### src/rtl/aold_pkg.sv
// Shared types and constants for the averaged overcurrent latch detector.
`timescale 1ns / 1ps

package aold_pkg;

  localparam int unsigned SAMPLE_W    = 12;
  localparam int unsigned LEVEL_W     = 13;
  localparam int unsigned GAIN_W      = 17;
  localparam int unsigned MASK_W      = 3;
  localparam int unsigned CFG_INDEX_W = 3;
  localparam int unsigned CFG_DATA_W  = 17;
  localparam int unsigned GAIN_FRAC_W = 16;

  localparam int unsigned S_DATA_W = 40;
  localparam int unsigned M_DATA_W = 48;

  localparam logic [MASK_W-1:0]  ENABLE_RST   = 3'd0;
  localparam logic [LEVEL_W-1:0] LEVEL_RST    = 13'd4096;
  localparam logic [GAIN_W-1:0]  GAIN_ONE_RST = 17'd19005;
  localparam logic [GAIN_W-1:0]  GAIN_TWO_RST = 17'd21823;
  localparam logic [GAIN_W-1:0]  GAIN_THR_RST = 17'd65536;
  localparam logic [MASK_W-1:0]  IMM_OFF_RST  = 3'd3;

  typedef enum logic [CFG_INDEX_W-1:0] {
    REG_CHANNEL_ENABLE  = 3'd0,
    REG_TRIP_LEVEL_ONE  = 3'd1,
    REG_TRIP_LEVEL_TWO  = 3'd2,
    REG_TRIP_LEVEL_THR  = 3'd3,
    REG_GAIN_ONE        = 3'd4,
    REG_GAIN_TWO        = 3'd5,
    REG_GAIN_THR        = 3'd6,
    REG_IMMEDIATE_OFF   = 3'd7
  } cfg_index_t;

  typedef enum logic [1:0] {
    CH_IDLE = 2'd0,
    CH_HOLD = 2'd1,
    CH_OFF  = 2'd2
  } chan_state_t;

  // Per-channel settings handed to a trip unit.
  typedef struct packed {
    logic               enable;
    logic               immediate_off;
    logic [LEVEL_W-1:0] trip_level;
    logic [GAIN_W-1:0]  gain;
  } chan_cfg_t;

  // Pipeline strobes handed to a window unit.
  typedef struct packed {
    logic accept;
    logic advance;
  } win_ctrl_t;

endpackage

### src/rtl/aold_ram.sv
// Generic single-write, single-read RAM with registered read data.
`timescale 1ns / 1ps

module aold_ram #(
  parameter int unsigned WIDTH = 12,
  parameter int unsigned DEPTH = 16
) (
  input  logic                     clk,
  input  logic                     we,
  input  logic [$clog2(DEPTH)-1:0] waddr,
  input  logic [WIDTH-1:0]         wdata,
  input  logic [$clog2(DEPTH)-1:0] raddr,
  output logic [WIDTH-1:0]         rdata
);

  logic [WIDTH-1:0] mem [DEPTH];

  always_ff @(posedge clk) begin
    if (we) begin
      mem[waddr] <= wdata;
    end
    rdata <= mem[raddr];
  end

endmodule

### src/rtl/aold_window.sv
// Sample ring, running sum and boxcar mean of one current channel.
`timescale 1ns / 1ps

module aold_window #(
  parameter int unsigned WINDOW_DEPTH = 16
) (
  input  logic                            clk,
  input  logic                            rst,
  input  aold_pkg::win_ctrl_t             ctrl,
  input  logic [$clog2(WINDOW_DEPTH)-1:0] slot,
  input  logic [$clog2(WINDOW_DEPTH)-1:0] slot_next,
  input  logic                            filled,
  input  logic [aold_pkg::SAMPLE_W-1:0]   sample,
  output logic [aold_pkg::SAMPLE_W-1:0]   mean
);
  import aold_pkg::*;

  localparam int unsigned SLOT_W = $clog2(WINDOW_DEPTH);
  localparam int unsigned SUM_W  = $clog2(4095 * WINDOW_DEPTH + 1);
  localparam int unsigned SHIFT  = SUM_W + $clog2(WINDOW_DEPTH);
  localparam int unsigned RCP_W  = SUM_W + 1;
  localparam int unsigned PROD_W = SUM_W + RCP_W;
  // Rounded-up reciprocal: exact floor division for every sum below 2^SUM_W.
  localparam longint unsigned RECIP_L =
    ((64'd1 << SHIFT) + 64'(WINDOW_DEPTH) - 64'd1) / 64'(WINDOW_DEPTH);
  localparam logic [RCP_W-1:0] RECIP = RCP_W'(RECIP_L);

  logic [SAMPLE_W-1:0] rd_sample;
  logic [SAMPLE_W-1:0] old_sample;
  logic [SUM_W-1:0]    running_sum;
  logic [SUM_W-1:0]    running_sum_next;
  logic [SUM_W-1:0]    s1_sum;
  logic [PROD_W-1:0]   mean_prod;

  // Read address follows the slot of the next request, so the old sample is ready on accept.
  aold_ram #(
    .WIDTH (SAMPLE_W),
    .DEPTH (WINDOW_DEPTH)
  ) u_ring (
    .clk   (clk),
    .we    (ctrl.accept),
    .waddr (slot),
    .wdata (sample),
    .raddr (slot_next),
    .rdata (rd_sample)
  );

  // Slots not yet written since reset read as zero.
  assign old_sample       = filled ? rd_sample : '0;
  assign running_sum_next = running_sum - SUM_W'(old_sample) + SUM_W'(sample);
  assign mean_prod        = PROD_W'(s1_sum) * PROD_W'(RECIP);

  always_ff @(posedge clk) begin
    if (rst) begin
      running_sum <= '0;
    end else if (ctrl.accept) begin
      running_sum <= running_sum_next;
    end
  end

  always_ff @(posedge clk) begin
    if (ctrl.accept) begin
      s1_sum <= running_sum_next;
    end
    if (ctrl.advance) begin
      mean <= mean_prod[SHIFT +: SAMPLE_W];
    end
  end

  logic unused_slot_w;
  assign unused_slot_w = (SLOT_W == 0);

endmodule

### src/rtl/aold_trip.sv
// Gain scaling, trip compare and latch state of one current channel.
`timescale 1ns / 1ps

module aold_trip (
  input  logic                          clk,
  input  logic                          rst,
  input  logic                          load,
  input  aold_pkg::chan_cfg_t           cfg,
  input  logic                          rearm,
  input  logic [aold_pkg::SAMPLE_W-1:0] mean,
  output logic [aold_pkg::SAMPLE_W-1:0] current,
  output aold_pkg::chan_state_t         status,
  output logic                          trip,
  output logic                          delatch
);
  import aold_pkg::*;

  localparam int unsigned PROD_W = SAMPLE_W + GAIN_W;

  logic [PROD_W-1:0]   scaled_prod;
  logic [SAMPLE_W:0]   scaled;
  logic [SAMPLE_W-1:0] current_next;
  chan_state_t         armed_state;
  chan_state_t         status_next;
  logic                trip_next;
  logic                delatch_next;

  assign scaled_prod  = PROD_W'(mean) * PROD_W'(cfg.gain);
  assign scaled       = scaled_prod[GAIN_FRAC_W +: SAMPLE_W + 1];
  // Saturate anything above full scale.
  assign current_next = scaled[SAMPLE_W] ? '1 : scaled[SAMPLE_W-1:0];
  assign armed_state  = rearm ? CH_IDLE : status;

  always_ff @(posedge clk) begin
    if (rst) begin
      status <= CH_IDLE;
    end else if (load) begin
      status <= status_next;
    end
  end

  always_ff @(posedge clk) begin
    if (load) begin
      current <= current_next;
      trip    <= trip_next;
      delatch <= delatch_next;
    end
  end

  always_comb begin
    status_next  = armed_state;
    trip_next    = 1'b0;
    delatch_next = 1'b0;
    unique case (armed_state) inside
      CH_IDLE: begin
        if (cfg.enable && ({1'b0, current_next} >= cfg.trip_level)) begin
          trip_next = 1'b1;
          if (cfg.immediate_off) begin
            status_next  = CH_OFF;
            delatch_next = 1'b1;
          end else begin
            status_next = CH_HOLD;
          end
        end
      end
      CH_HOLD, CH_OFF: begin
        status_next = armed_state;
      end
      default: begin
        status_next = armed_state;
      end
    endcase
  end

endmodule

### src/rtl/averaged_overcurrent_latch_detector.sv
// Top level of the three-channel averaged overcurrent latch detector.
`timescale 1ns / 1ps

// Takes one set of three current conversions per cycle while the output is
// not stalled and returns one result per set through three register stages:
// the running sums update on accept, the boxcar mean (reciprocal multiply) is
// formed in the next stage, and gain scaling, trip compare and channel state
// update feed the output register.
// Sustained rate is one set per clock while m_tready keeps up, set by the
// single running-sum update and the ring RAM read, prefetched one slot ahead.
// A result waiting in the output register does not block new requests until
// the two inner stages are also full. The rings start out as zero through a
// fill flag set on the first wrap of the write slot, so no clearing pass runs
// after reset. The user writes configuration through cfg_wen, cfg_index and
// cfg_data only while the block is idle; the block does not enforce this.
module averaged_overcurrent_latch_detector #(
  parameter int unsigned WINDOW_DEPTH = 16
) (
  input  logic                              clk,
  input  logic                              rst,
  input  logic                              s_tvalid,
  output logic                              s_tready,
  // sample_one[11:0], sample_two[23:12], sample_three[35:24], rearm_mask[38:36], pad[39]
  input  logic [aold_pkg::S_DATA_W-1:0]     s_tdata,
  output logic                              m_tvalid,
  input  logic                              m_tready,
  // current_one[11:0], current_two[23:12], current_three[35:24], status_one[37:36],
  // status_two[39:38], status_three[41:40], trip_pulse_mask[44:42],
  // delatch_pulse_mask[47:45]
  output logic [aold_pkg::M_DATA_W-1:0]     m_tdata,
  input  logic                              cfg_wen,
  input  logic [aold_pkg::CFG_INDEX_W-1:0]  cfg_index,
  input  logic [aold_pkg::CFG_DATA_W-1:0]   cfg_data
);
  import aold_pkg::*;

  localparam int unsigned SLOT_W = $clog2(WINDOW_DEPTH);
  localparam logic [SLOT_W-1:0] LAST_SLOT = SLOT_W'(WINDOW_DEPTH - 1);

  // Configuration registers.
  logic [MASK_W-1:0]  channel_enable_mask;
  logic [LEVEL_W-1:0] trip_level [3];
  logic [GAIN_W-1:0]  gain [3];
  logic [MASK_W-1:0]  immediate_off_mask;

  logic [SLOT_W-1:0]   write_slot;
  logic [SLOT_W-1:0]   write_slot_next;
  logic                filled;

  logic                s1_valid;
  logic                s2_valid;
  logic                out_valid;
  logic [MASK_W-1:0]   s1_rearm;
  logic [MASK_W-1:0]   s2_rearm;

  logic                out_adv;
  logic                s2_ready;
  logic                s1_ready;
  logic                accept;
  logic                s2_en;
  logic                out_en;
  win_ctrl_t           win_ctrl;

  logic [SAMPLE_W-1:0] sample   [3];
  logic [SAMPLE_W-1:0] mean     [3];
  logic [SAMPLE_W-1:0] current  [3];
  chan_state_t         status   [3];
  logic [MASK_W-1:0]   trip_mask;
  logic [MASK_W-1:0]   delatch_mask;
  chan_cfg_t           chan_cfg [3];

  // Handshake chain: each stage moves when the one ahead is empty or moving.
  assign out_adv  = !out_valid || m_tready;
  assign s2_ready = !s2_valid || out_adv;
  assign s1_ready = !s1_valid || s2_ready;
  assign s_tready = s1_ready;
  assign accept   = s_tvalid && s1_ready;
  assign s2_en    = s1_valid && s2_ready;
  assign out_en   = s2_valid && out_adv;

  assign win_ctrl.accept  = accept;
  assign win_ctrl.advance = s2_en;

  assign sample[0] = s_tdata[11:0];
  assign sample[1] = s_tdata[23:12];
  assign sample[2] = s_tdata[35:24];

  assign write_slot_next = !accept ? write_slot :
                           (write_slot == LAST_SLOT) ? '0 : write_slot + 1'b1;

  always_ff @(posedge clk) begin
    if (rst) begin
      channel_enable_mask <= ENABLE_RST;
      trip_level[0]       <= LEVEL_RST;
      trip_level[1]       <= LEVEL_RST;
      trip_level[2]       <= LEVEL_RST;
      gain[0]             <= GAIN_ONE_RST;
      gain[1]             <= GAIN_TWO_RST;
      gain[2]             <= GAIN_THR_RST;
      immediate_off_mask  <= IMM_OFF_RST;
    end else if (cfg_wen) begin
      unique case (cfg_index_t'(cfg_index))
        REG_CHANNEL_ENABLE: channel_enable_mask <= cfg_data[MASK_W-1:0];
        REG_TRIP_LEVEL_ONE: trip_level[0]       <= cfg_data[LEVEL_W-1:0];
        REG_TRIP_LEVEL_TWO: trip_level[1]       <= cfg_data[LEVEL_W-1:0];
        REG_TRIP_LEVEL_THR: trip_level[2]       <= cfg_data[LEVEL_W-1:0];
        REG_GAIN_ONE:       gain[0]             <= cfg_data[GAIN_W-1:0];
        REG_GAIN_TWO:       gain[1]             <= cfg_data[GAIN_W-1:0];
        REG_GAIN_THR:       gain[2]             <= cfg_data[GAIN_W-1:0];
        REG_IMMEDIATE_OFF:  immediate_off_mask  <= cfg_data[MASK_W-1:0];
        default: begin
        end
      endcase
    end
  end

  always_ff @(posedge clk) begin
    if (rst) begin
      write_slot <= '0;
      filled     <= 1'b0;
      s1_valid   <= 1'b0;
      s2_valid   <= 1'b0;
      out_valid  <= 1'b0;
    end else begin
      write_slot <= write_slot_next;
      if (accept && (write_slot == LAST_SLOT)) begin
        filled <= 1'b1;
      end
      s1_valid  <= accept || (s1_valid && !s2_en);
      s2_valid  <= s2_en || (s2_valid && !out_en);
      out_valid <= out_en || (out_valid && !m_tready);
    end
  end

  always_ff @(posedge clk) begin
    if (accept) begin
      s1_rearm <= s_tdata[38:36];
    end
    if (s2_en) begin
      s2_rearm <= s1_rearm;
    end
  end

  for (genvar k = 0; k < 3; k++) begin : g_chan
    assign chan_cfg[k].enable        = channel_enable_mask[k];
    assign chan_cfg[k].immediate_off = immediate_off_mask[k];
    assign chan_cfg[k].trip_level    = trip_level[k];
    assign chan_cfg[k].gain          = gain[k];

    aold_window #(
      .WINDOW_DEPTH (WINDOW_DEPTH)
    ) u_window (
      .clk       (clk),
      .rst       (rst),
      .ctrl      (win_ctrl),
      .slot      (write_slot),
      .slot_next (write_slot_next),
      .filled    (filled),
      .sample    (sample[k]),
      .mean      (mean[k])
    );

    aold_trip u_trip (
      .clk     (clk),
      .rst     (rst),
      .load    (out_en),
      .cfg     (chan_cfg[k]),
      .rearm   (s2_rearm[k]),
      .mean    (mean[k]),
      .current (current[k]),
      .status  (status[k]),
      .trip    (trip_mask[k]),
      .delatch (delatch_mask[k])
    );
  end

  assign m_tvalid = out_valid;
  assign m_tdata  = {delatch_mask, trip_mask, status[2], status[1], status[0],
                     current[2], current[1], current[0]};

endmodule

### config.mk
export PLATFORM = sky130hd
export DESIGN_NAME = averaged_overcurrent_latch_detector
export DESIGN_NICKNAME = d
export VERILOG_FILES = /design/src/rtl/aold_pkg.sv /design/src/rtl/aold_ram.sv /design/src/rtl/aold_window.sv /design/src/rtl/aold_trip.sv /design/src/rtl/averaged_overcurrent_latch_detector.sv
export SDC_FILE = /design/constraint.sdc
export NUM_CORES = 2
export LEC_CHECK = 0
export ABC_AREA = 1
export BUFFER_PORTS_ARGS = -buffer_cell sky130_fd_sc_hd__buf_2
export CORE_MARGIN = 2
export CORE_UTILIZATION = 40
export DETAILED_ROUTE_END_ITERATION = 6
export PLACE_DENSITY = 0.65
export SLEW_MARGIN = 20
export SYNTH_ARGS = -nofsm -noshare
export SYNTH_HDL_FRONTEND = slang
export SYNTH_SLANG_ARGS = --single-unit
### constraint.sdc
create_clock -name clk -period 7.1 [get_ports clk]
set_input_delay 0.355 -clock clk [delete_from_list [all_inputs] [get_ports clk]]
set_output_delay 0.355 -clock clk [all_outputs]
set_load 0.05 [all_outputs]
==> impl_metrics.ini <==
[run_status]
status = finished, violations left
violations = DRC

[die]
core_um2 = 149000
fp.dieW_um = 391
rows = 142
initial_core_util_pct = 40.2
dieHeight_um = 391
dieArea_um2 = 153000
ioPinCount = 115

[detailed_routing]
drc = 1
wl_mm = 158
vias = 44184
detail-route-antenna-nets = 0
dr.pass1.iters = 7
avgRoutedWirePerCell_um = 18.0
viasPerCell = 5.03
drt-initial-drc-count = 3882

[cts]
clk_path_buf_depth = 3
root_buffer = clkbuf_16
cts_buffers = 94
clk_pin_slew_worst_paths_ns = 0.06
h-tree-depth = 3
clock-sinks = 890
insertion_delay_ns = 0.76
cts_tree = yes

[worst_setup_path]
cpMaxStageDelayCell = edfxtp_1
cp_top_family = adder cells
worstSetupStartpointType = flip-flop
crit_path_max_incr_delay_ns = 0.68
required_ns = 7.64
path_class = reg2reg
crit_buf_inv = 5
cp-end-kind = flip-flop
crit_arrival_ns = 7.24
crit_top_cell = fa_1
cp_max_fo = 12

[final_layout]
drive_gt1_share_pct = 6.71
utilization_pct = 44.8
final_nets = 7510
area_growth_pct = 11.6
stdcell_area_um2 = 67000

[logic_synthesis]
ys_types = 39
synthArstFlopShare_pct = 0
ys.flop_type = edfxtp_1
avgSynthCellArea_um2 = 9.14
yosysSeqAreaShare_pct = 42.8
syn_area_um2 = 60000
synth_nets = 7396
synth_edf_count = 786
ys_ff_latch = 890
syn-instance-count = 6571
yosys_warnings = 0

[sta]
min_period_ns = 6.70
fin_setup_tns_ns = 0
fmax_ghz = 0.149
setup_violations = 0
timing.slew.headroom_pct = 28.5
finalCritPeriodShare_pct = 94.3
hold_violations = 0
worst_slew_pin_slew_ns = 1.07
slew_viol_final = 0
fin_skew_ns = 0.105
holdWs_ns = 0.0459

[grt]
grt_pass1_vias = 44460
grt_antenna_before_repair = 15
grt_overflow = 0
grt_pass1_wl_mm = 249
track_usage_pct = 20.9
grt_max_degree = 203

[placed_design]
portBuffers = 113
place_hpwl_mm = 106
gp_congestion = 0.936
place_area_um2 = 62700

[min_path]
hold_class = in2reg

[flow_run]
maxCapViolCount = 0
-- path summary, 6_finish.rpt --
kind                     from                             endpoint  slack, ns  cells after the start
hold / removal    s_tdata[33]  g_chan[2].u_window.u_ring.mem[4][9]       0.05                      1
setup reg to reg  gain[0][23]             g_chan[1].u_trip.delatch       0.40                     28
setup / recovery  gain[0][23]             g_chan[1].u_trip.delatch       0.40                     28
hold reg to reg   s1_rearm[0]                          s2_rearm[0]       0.40                      0
-- stage by stage --
step,instances,worst slack (ns)
6_report,8787,0.403
5_1_grt,8784,-0.0188
4_1_cts,8706,0.0465
3_5_place_dp,8490,0.155
3_3_place_gp,8490,0.206
2_1_floorplan,6571,1.05
-- synthesized netlist by cell type (37+ instances only) --
cell      number  area [µm²]
nand2_1     1563        5870
inv_1       1476        5540
edfxtp_1     786       23600
nand3_1      695        3480
fa_1         483        9670
ha_1         277        3470
nor2_1       205         769
a21oi_1      192         961
clkbuf_1     180         676
nand3b_1     157        1180
o21ai_0      112         561
dfxtp_1      104        2080
buf_2         98         490
nand4_1       52         325
nor3_1        37         185
-- flip-flops by register name, summed over array words and instances, names as in the netlist, 3 cells and up --
signal / count
channel_enable_mask: 3
g_chan.u_trip.current: 36
g_chan.u_trip.delatch: 3
g_chan.u_trip.status: 6
g_chan.u_trip.trip: 3
g_chan.u_window.mean: 36
g_chan.u_window.running_sum: 48
g_chan.u_window.s1_sum: 36
g_chan.u_window.u_ring.mem: 576
g_chan.u_window.u_ring.rdata: 36
gain: 51
immediate_off_mask: 3
s1_rearm: 3
s2_rearm: 3
trip_level: 39
write_slot: 4
-- placed cells by master (no fill, tap or decap), types with 20 or more instances in the layout --
cell and count:
nor3_1 34, nand4_1 52, a21oi_1 192, nand3_1 695
xor2_1 31, nand3b_1 157, ha_1 277, nor2_1 192
buf_2 113, clkbuf_1 28, edfxtp_1 786, inv_1 1474
a21o_1 20, nand2_1 1560, dlygate4sd3_1 40, clkbuf_16 94
o21ai_0 111, buf_4 156, dfxtp_1 103, fa_1 483
-- logic make-up after synthesis --
| logic type | share of synthesized area [%] |
|---|---|
| xor gates and xnor gates | 0.757 |
| adders and majority gates | 21.9 |
| AOI/OAI and AO/OA | 3.25 |
| buffers and inverters | 11.5 |
| and+or+nand+nor | 19.9 |
| DFF | 42.8 |
-- area by class of cell --
type                    instances  area, µm²
multi-input cells            3897      27600
flip-flops and latches        890      25700
repair buffers                320       2360
fillers                     14171      82500
clock buffers                 126       2510
clock inverters                50        667
well taps                    2016       2520
inverters                    1482       5570
diodes                          6       15.0
-- layer usage --
layer	track usage (%)	up-vias	wire, µm
met1	27.5	21507	66200
met4	7.04	14	5390
met3	3.56	315	11600
li1	-	20795	-
met2	34.8	1553	75100
met5	0	-	97
-- worst reg2reg max path: cells and delay by family (launching register included) --
family,cells,cell delay (ns)
buffers and inverters,5,0.55
DFF,1,0.68
and+or+nand+nor,13,1.56
AOI/OAI and AO/OA,3,0.69
adders and majority gates,7,3.05
-- repair_timing --
| action | in CTS | in global routing |
|---|---|---|
| setup buffers | 0 | 75 |
| hold buffers | 40 | 0 |
| resized for setup | 0 | 3 |
| endpoints found under the setup margin | 0 | 12 |
| endpoints found under the hold margin | 422 | 0 |
Power is left out: the tool's default activity adds up to more than one toggle a clock period on the data nets, which glitch-free logic cannot reach.
